[config.mk]
export PLATFORM = sky130hd
export DESIGN_NAME = sha256_message_hasher_top
export DESIGN_NICKNAME = d
export VERILOG_FILES = /design/src/rtl/sha_pkg.sv /design/src/rtl/sha256_message_hasher_top.sv /design/src/rtl/sha_front.sv /design/src/rtl/sha_back.sv
export SDC_FILE = /design/constraint.sdc
export NUM_CORES = 2
export LEC_CHECK = 0
export BUFFER_PORTS_ARGS = -buffer_cell sky130_fd_sc_hd__buf_2
export CAP_MARGIN = 20
export CORE_MARGIN = 3
export CORE_UTILIZATION = 35
export DETAILED_ROUTE_END_ITERATION = 8
export PLACE_DENSITY_LB_ADDON = 0.05
export SYNTH_ARGS = -nofsm -noshare
export SYNTH_HDL_FRONTEND = slang
export SYNTH_HIERARCHICAL = 1
export SYNTH_SLANG_ARGS = --single-unit
export TNS_END_PERCENT = 1
[constraint.sdc]
create_clock -name clk -period 12.8 [get_ports clk]
set_input_delay 1.92 -clock clk [delete_from_list [all_inputs] [get_ports clk]]
set_output_delay 1.92 -clock clk [all_outputs]
set_load 0.01 [all_outputs]
[src/rtl/sha_pkg.sv]
// SHA-256 hasher shared definitions: round constants, initial hash, sigma functions.
// No dependencies.
package sha_pkg;

	localparam int unsigned BlockWords = 16;
	localparam int unsigned HashWords = 8;
	localparam int unsigned QueueDepth = 4;

	typedef struct packed {
		logic [7:0] data_byte;
		logic       has_byte;
		logic       msg_last;
	} item_t;

	typedef enum logic [2:0] {
		ST_IDLE,
		ST_PAD,
		ST_ROUND,
		ST_ADD,
		ST_OUT
	} back_state_t;

	localparam logic [31:0] RoundK [64] = '{
		32'h428a2f98, 32'h71374491, 32'hb5c0fbcf, 32'he9b5dba5,
		32'h3956c25b, 32'h59f111f1, 32'h923f82a4, 32'hab1c5ed5,
		32'hd807aa98, 32'h12835b01, 32'h243185be, 32'h550c7dc3,
		32'h72be5d74, 32'h80deb1fe, 32'h9bdc06a7, 32'hc19bf174,
		32'he49b69c1, 32'hefbe4786, 32'h0fc19dc6, 32'h240ca1cc,
		32'h2de92c6f, 32'h4a7484aa, 32'h5cb0a9dc, 32'h76f988da,
		32'h983e5152, 32'ha831c66d, 32'hb00327c8, 32'hbf597fc7,
		32'hc6e00bf3, 32'hd5a79147, 32'h06ca6351, 32'h14292967,
		32'h27b70a85, 32'h2e1b2138, 32'h4d2c6dfc, 32'h53380d13,
		32'h650a7354, 32'h766a0abb, 32'h81c2c92e, 32'h92722c85,
		32'ha2bfe8a1, 32'ha81a664b, 32'hc24b8b70, 32'hc76c51a3,
		32'hd192e819, 32'hd6990624, 32'hf40e3585, 32'h106aa070,
		32'h19a4c116, 32'h1e376c08, 32'h2748774c, 32'h34b0bcb5,
		32'h391c0cb3, 32'h4ed8aa4a, 32'h5b9cca4f, 32'h682e6ff3,
		32'h748f82ee, 32'h78a5636f, 32'h84c87814, 32'h8cc70208,
		32'h90befffa, 32'ha4506ceb, 32'hbef9a3f7, 32'hc67178f2
	};

	localparam logic [31:0] InitHash [8] = '{
		32'h6a09e667, 32'hbb67ae85, 32'h3c6ef372, 32'ha54ff53a,
		32'h510e527f, 32'h9b05688c, 32'h1f83d9ab, 32'h5be0cd19
	};

	localparam logic [7:0] PadByte = 8'h80;

	function automatic logic [31:0] rotr(input logic [31:0] v, input int unsigned n);
		rotr = (v >> n) | (v << (32 - n));
	endfunction

	function automatic logic [31:0] sig0(input logic [31:0] x);
		sig0 = rotr(x, 7) ^ rotr(x, 18) ^ (x >> 3);
	endfunction

	function automatic logic [31:0] sig1(input logic [31:0] x);
		sig1 = rotr(x, 17) ^ rotr(x, 19) ^ (x >> 10);
	endfunction

endpackage

[src/rtl/sha256_message_hasher_top.sv]
// SHA-256 message hasher top level: input queue plus compression engine.
// A byte is taken from the queue head while the engine is idle; a full block then runs 64 rounds and an add.
// Message end: each padding block runs pad, 64 rounds and add, then 8 digest words are output.
// Throughput is bounded by the single round unit: no byte is taken while a block is compressed.
// Reset (arst_n low, asynchronous) restores the initial hash and empties the queue.
// Depends on sha_pkg, sha_front, sha_back.
module sha256_message_hasher_top import sha_pkg::*; #(
	parameter int unsigned Depth = QueueDepth
) (
	input  logic        clk,
	input  logic        arst_n,
	input  logic        push,
	output logic        full,
	input  logic [7:0]  data_byte,
	input  logic        has_byte,
	input  logic        msg_last,
	output logic        empty,
	input  logic        pop,
	output logic [31:0] digest_word,
	output logic [2:0]  word_index,
	output logic        digest_last
);
	item_t in_item, head_item;
	logic has_item, take;

	assign in_item = '{data_byte: data_byte, has_byte: has_byte, msg_last: msg_last};

	sha_front #(.Depth(Depth)) u_front (
		.clk, .arst_n, .push, .full, .in_item,
		.has_item, .head_item, .take
	);

	sha_back u_back (
		.clk, .arst_n, .has_item, .head_item, .take,
		.empty, .pop, .digest_word, .word_index, .digest_last
	);
endmodule

[src/rtl/sha_front.sv]
// Input side: queue of accepted items between the port and the compression engine.
// Depends on sha_pkg.
module sha_front import sha_pkg::*; #(
	parameter int unsigned Depth = QueueDepth
) (
	input  logic  clk,
	input  logic  arst_n,
	input  logic  push,
	output logic  full,
	input  item_t in_item,
	output logic  has_item,
	output item_t head_item,
	input  logic  take
);
	localparam int unsigned Aw = (Depth > 1) ? $clog2(Depth) : 1;

	item_t mem_q [Depth];
	logic [Aw-1:0] wr_q, rd_q;
	logic [Aw:0] cnt_q;
	logic do_push, do_pop;

	// bare items (no byte, no end) change nothing, so they are dropped here
	assign full = (cnt_q == (Aw+1)'(Depth));
	assign do_push = push && !full && (in_item.has_byte || in_item.msg_last);
	assign has_item = (cnt_q != '0);
	assign do_pop = take && has_item;
	assign head_item = mem_q[rd_q];

	always_ff @(posedge clk) begin
		if (do_push) mem_q[wr_q] <= in_item;
	end

	always_ff @(posedge clk or negedge arst_n) begin
		if (!arst_n) begin
			wr_q <= '0;
			rd_q <= '0;
			cnt_q <= '0;
		end else begin
			if (do_push) wr_q <= (wr_q == Aw'(Depth - 1)) ? '0 : wr_q + 1'b1;
			if (do_pop) rd_q <= (rd_q == Aw'(Depth - 1)) ? '0 : rd_q + 1'b1;
			cnt_q <= cnt_q + (Aw+1)'(do_push) - (Aw+1)'(do_pop);
		end
	end
endmodule

[src/rtl/sha_back.sv]
// Compression engine: packs bytes, pads, runs 64 rounds per block, emits the digest.
// Depends on sha_pkg.
module sha_back import sha_pkg::*; (
	input  logic        clk,
	input  logic        arst_n,
	input  logic        has_item,
	input  item_t       head_item,
	output logic        take,
	output logic        empty,
	input  logic        pop,
	output logic [31:0] digest_word,
	output logic [2:0]  word_index,
	output logic        digest_last
);
	back_state_t state_q, state_d;

	logic [31:0] w_q [BlockWords];
	logic [31:0] h_q [HashWords];
	logic [31:0] v_q [HashWords];
	logic [60:0] cnt_q;
	logic [5:0]  fill_q;
	logic [5:0]  rnd_q;
	logic [2:0]  oidx_q;
	logic        final_q;   // compression in flight is the message's last block
	logic        pad_done_q; // 0x80 already placed (second pad block pending)
	// pend_last_q: a message end waiting behind a block that filled on its final byte
	logic        pend_last_q;

	logic [31:0] t1, t2, wnew;
	logic [63:0] bits;
	logic        len_here;   // this pad block carries the bit length

	assign bits = {cnt_q, 3'b000};
	assign len_here = pad_done_q || (fill_q <= 6'd55);
	assign wnew = sig1(w_q[14]) + w_q[9] + sig0(w_q[1]) + w_q[0];
	assign t1 = v_q[7] + (rotr(v_q[4], 6) ^ rotr(v_q[4], 11) ^ rotr(v_q[4], 25))
		+ ((v_q[4] & v_q[5]) ^ (~v_q[4] & v_q[6])) + RoundK[rnd_q] + w_q[0];
	assign t2 = (rotr(v_q[0], 2) ^ rotr(v_q[0], 13) ^ rotr(v_q[0], 22))
		+ ((v_q[0] & v_q[1]) ^ (v_q[0] & v_q[2]) ^ (v_q[1] & v_q[2]));

	assign empty = (state_q != ST_OUT);
	assign digest_word = h_q[oidx_q];
	assign word_index = oidx_q;
	assign digest_last = (oidx_q == 3'd7);
	assign take = (state_q == ST_IDLE) && has_item;

	always_comb begin
		state_d = state_q;
		unique case (state_q)
			ST_IDLE: begin
				if (has_item) begin
					if (head_item.has_byte && fill_q == 6'd63) state_d = ST_ROUND;
					else if (head_item.msg_last) state_d = ST_PAD;
				end
			end
			ST_PAD:   state_d = ST_ROUND;
			ST_ROUND: if (rnd_q == 6'd63) state_d = ST_ADD;
			ST_ADD: begin
				if (final_q) state_d = ST_OUT;
				else if (pad_done_q || pend_last_q) state_d = ST_PAD;
				else state_d = ST_IDLE;
			end
			ST_OUT: if (pop && oidx_q == 3'd7) state_d = ST_IDLE;
			default: state_d = ST_IDLE;
		endcase
	end

	always_ff @(posedge clk or negedge arst_n) begin
		if (!arst_n) state_q <= ST_IDLE;
		else state_q <= state_d;
	end

	always_ff @(posedge clk or negedge arst_n) begin
		if (!arst_n) begin
			for (int i = 0; i < HashWords; i++) h_q[i] <= InitHash[i];
			cnt_q <= '0;
			fill_q <= '0;
			rnd_q <= '0;
			oidx_q <= '0;
			final_q <= 1'b0;
			pad_done_q <= 1'b0;
			pend_last_q <= 1'b0;
		end else begin
			unique case (state_q)
				ST_IDLE: begin
					if (has_item && head_item.has_byte) begin
						fill_q <= fill_q + 1'b1;
						cnt_q <= cnt_q + 1'b1;
						if (fill_q == 6'd63) begin
							pend_last_q <= head_item.msg_last;
							final_q <= 1'b0;
							pad_done_q <= 1'b0;
							rnd_q <= '0;
						end
					end
				end
				ST_PAD: begin
					rnd_q <= '0;
					if (!pad_done_q && fill_q > 6'd55) begin
						pad_done_q <= 1'b1;
						final_q <= 1'b0;
					end else begin
						final_q <= 1'b1;
					end
					pend_last_q <= 1'b0;
				end
				ST_ROUND: rnd_q <= rnd_q + 1'b1;
				ST_ADD: begin
					for (int i = 0; i < HashWords; i++) h_q[i] <= h_q[i] + v_q[i];
					oidx_q <= '0;
				end
				ST_OUT: begin
					if (pop) begin
						oidx_q <= oidx_q + 1'b1;
						if (oidx_q == 3'd7) begin
							for (int i = 0; i < HashWords; i++) h_q[i] <= InitHash[i];
							cnt_q <= '0;
							fill_q <= '0;
							final_q <= 1'b0;
							pad_done_q <= 1'b0;
						end
					end
				end
				default: ;
			endcase
		end
	end

	// round variables and schedule window
	always_ff @(posedge clk) begin
		if (state_q == ST_IDLE && has_item && head_item.has_byte) begin
			if (fill_q == 6'd63)
				for (int i = 0; i < HashWords; i++) v_q[i] <= h_q[i];
			if (fill_q[1:0] == 2'd0)
				w_q[fill_q[5:2]] <= {head_item.data_byte, 24'h0};
			else
				for (int b = 1; b < 4; b++)
					if (fill_q[1:0] == 2'(b))
						w_q[fill_q[5:2]][31-8*b -: 8] <= head_item.data_byte;
		end else if (state_q == ST_PAD) begin
			for (int i = 0; i < HashWords; i++) v_q[i] <= h_q[i];
			for (int i = 0; i < BlockWords; i++) begin
				if (len_here && i == BlockWords - 2) begin
					w_q[i] <= bits[63:32];
				end else if (len_here && i == BlockWords - 1) begin
					w_q[i] <= bits[31:0];
				end else if (pad_done_q) begin
					w_q[i] <= '0;
				end else if (4'(i) > fill_q[5:2]) begin
					w_q[i] <= '0;
				end else if (4'(i) == fill_q[5:2]) begin
					for (int b = 0; b < 4; b++) begin
						if (fill_q[1:0] == 2'(b)) w_q[i][31-8*b -: 8] <= PadByte;
						else if (fill_q[1:0] < 2'(b)) w_q[i][31-8*b -: 8] <= 8'h00;
					end
				end
			end
		end else if (state_q == ST_ROUND) begin
			for (int i = 0; i < BlockWords - 1; i++) w_q[i] <= w_q[i+1];
			w_q[15] <= wnew;
			v_q[7] <= v_q[6];
			v_q[6] <= v_q[5];
			v_q[5] <= v_q[4];
			v_q[4] <= v_q[3] + t1;
			v_q[3] <= v_q[2];
			v_q[2] <= v_q[1];
			v_q[1] <= v_q[0];
			v_q[0] <= t1 + t2;
		end
	end
endmodule

==> impl_results.md <==
- Initial antenna violation count: 6
- Slowest CP cell: ha_1
- Starting Density: 35.4%
- Vias per inst: 5.70
- First-pass GRT wire length: 458 mm
- Post-Route WL: 320 mm
- Final hold vios: 0
- Most frequent cells in the layout: nand2_1, nor2_1, edfxtp_1
- First-pass DRT Iterations: 6
- Final period utilization: 82.6%
- Die Area: 227,000 sq um
- Sink Count: 1,153
- Worst slew pin tran: 1.15 ns
- Mapped Nets: 8,861
- HP Class: flop to flop
- Syn Inst Count: 8,245
- H-tree Lvls: 4
- Worst-path clk slew: 0.06 ns
- Area Overhead vs Synth: 10.9%
- Fillcell total: 21,800
- Via count: 63,900
- Share of cells above drive strength 1: 9.42%
- Fmax: 0.0946 GHz
- Ys async rst share: 29.9%
- DR WL/cell: 28.5 um
- Post-synthesis sequential area ratio: 40.5%
- Bufs on Longest Clock Path: 3
- Slew Viols, Final: 0
- Multi-input gate area: 43,100 sq um
- # hold bufs at CTS: 0
- Routed Antenna Nets: 0
- Layout net count: 8,758
- Post-detail-place hpwl: 240 mm
- Max-cap violations: 0
- Aggregate global routing overflow: 0
- Worst Setup End Kind: flop
- Total Neg Setup Slack: 0 ns
- TritonCTS clock tree: done
- Distinct cells, synth: 108
- Register area: 31,400 sq um
- Vias in the first global route: 62,200
- Commonest non-fill, non-tap cell in the layout: nand2_1
- Cell Rows: 171
- Final Setup Violations: 0
- Worst Path Max Fanout: 20
- R2r setup slk: 2.23 ns
- Initial DRC Count: 5,452
- Top Ports: 52
- Mapped Area: 77,400 sq um
- Biggest cell delay along the critical path: 0.72 ns
- Number of synthesized flops with an enable pin: 637
- Final min period: 10.57 ns
- Core area: 218,000 sq um
- Post-detailed-route DRC marker count: 0
- Average size of a mapped cell: 9.39 sq um
- Postcts setup bufs: 0
- Clk_skew: 0.0599 ns
- Post-CTS sizing: 0
- Warnings from Yosys: 6
- #FFs+latches synth: 1,153
- Dominant synthesized flop cell: edfxtp_1
- RSZ-0062 raised after global routing: no
- Final Wtd Congestion: 0.952
- CP required: 13.32 ns
- Root Buffer: clkbuf_16
- Die X: 476 um
- TritonCTS Buffers: 145
- Outcome: finished, final reports clean
- IO Port Bufs: 51
- Chip height: 476 um
- Worst EP arrival: 11.10 ns
- Critical path class: flop to flop
- Total Routing Usage GR: 27.3%
- Largest net degree at the start of global routing: 139
- Worst Setup Start Kind: flop
- Clock Latency Late Sink: 0.82 ns
- Max transition margin: 23.1%
==> critical path, delay by kind of cell (launching register included) <==
kind                     cells  cell delay (ns)
AO/OA/AOI/OAI               17             3.58
XOR/XNOR                     3             0.62
adder cells (fa/ha/maj)      7             3.38
buffers and inverters        7             1.31
flip-flops                   1             0.32
AND/OR/NAND/NOR              6             1.10
==> synth_stat cells, types with 50 or more instances <==
cell type | instances | area share, %
a221oi_1 | 118 | 1.3
edfxtp_1 | 637 | 25
mux4_2 | 71 | 2.1
xnor2_1 | 377 | 4.3
o211ai_1 | 50 | 0.48
dfxtp_1 | 171 | 4.4
o21ai_0 | 546 | 3.5
xor2_1 | 248 | 2.8
dfstp_2 | 136 | 4.6
fa_1 | 196 | 5.1
ha_1 | 406 | 6.6
a21o_1 | 193 | 1.9
nor2b_1 | 52 | 0.42
a22o_1 | 59 | 0.67
o21bai_1 | 51 | 0.49
nand3_1 | 150 | 0.97
a221o_1 | 64 | 0.83
nand2b_1 | 77 | 0.62
nor2_1 | 688 | 3.3
inv_1 | 328 | 1.6
and3_1 | 71 | 0.57
dfrtp_1 | 209 | 6.8
a211oi_1 | 107 | 1.0
buf_1 | 50 | 0.24
clkbuf_1 | 412 | 2.0
mux2_2 | 56 | 0.81
nand2_1 | 1426 | 6.9
a21oi_1 | 508 | 3.3
nor3_1 | 130 | 0.84
==> final timing paths <==
kind | to | startpoint | cells after the start
max in group asynchronous | u_back/cnt_q[44] | arst_n | 3
worst min-delay path | u_back/w_q[13][26] | u_back/w_q[13][26] | 2
worst max register to register | u_back/v_q[0][31] | u_back/rnd_q[1] | 40
min in group asynchronous | u_back/h_q[206] | arst_n | 1
worst max-delay path | u_back/v_q[0][31] | u_back/rnd_q[1] | 40
worst min register to register | u_back/w_q[13][26] | u_back/w_q[13][26] | 2
==> per-layer routing <==
layer / vias up / track usage [%] / wire length, um
li1: 29200 / - / -
met1: 32300 / 35.3 / 135000
met3: 482 / 3.41 / 15100
met4: 2 / 11.3 / 15000
met2: 1974 / 46.3 / 155000
met5: - / 0 / 13
==> per-stage QoR <==
step / cells / area (sq um) / utilization (%) / hold slack (ns) / setup WS [ns]
floorplan: 8245 / 77400 / - / 0.416 / 2.25
global placement: 10900 / 80800 / 37.0 / 0.442 / 2.40
detailed placement: 10900 / 80900 / 37.0 / 0.444 / 2.24
CTS: 11200 / 85700 / 39.2 / 0.453 / 2.22
global route: 11200 / 85800 / 39.3 / 0.495 / 1.68
finish: 11200 / 85800 / 39.3 / 0.448 / 2.23
==> registers in the layout, summed over array words and instances, names as in the netlist, 2 cells and up <==
signal,flops
u_back/fill_q,6
u_front/cnt_q,3
u_front/wr_q,2
u_back/h_q,256
u_front/rd_q,2
u_back/state_q,3
u_back/word_index,3
u_front/mem_q,40
u_back/v_q,256
u_back/w_q,512
u_back/cnt_q,61
u_back/rnd_q,6
==> layout make-up <==
cell class	instances	share of cell area, %
antenna	3	0.00875
clock buffer	211	4.80
clock inverter	60	0.783
inverter	330	1.44
multi-input combinational	6290	50.3
sequential	1153	36.6
tap	2941	4.29
timing repair buffer	222	1.85
==> cell families (layout without fill, tap and decap cells) <==
family                   count (synthesis)  after routing  share of synthesized area (%)
AO/OA/AOI/OAI                         2096           2096                           17.7
XOR/XNOR                               626            626                           7.10
adder cells (fa/ha/maj)                606            606                           11.7
buffers and inverters                  802            823                           3.92
flip-flops                            1153           1153                           40.5
multiplexers                           174            174                           3.64
other                                    0              3                              0
AND/OR/NAND/NOR                       2788           2788                           15.4
Power is left out: the tool's default activity adds up to more than one toggle a clock period on the data nets, which glitch-free logic cannot reach.
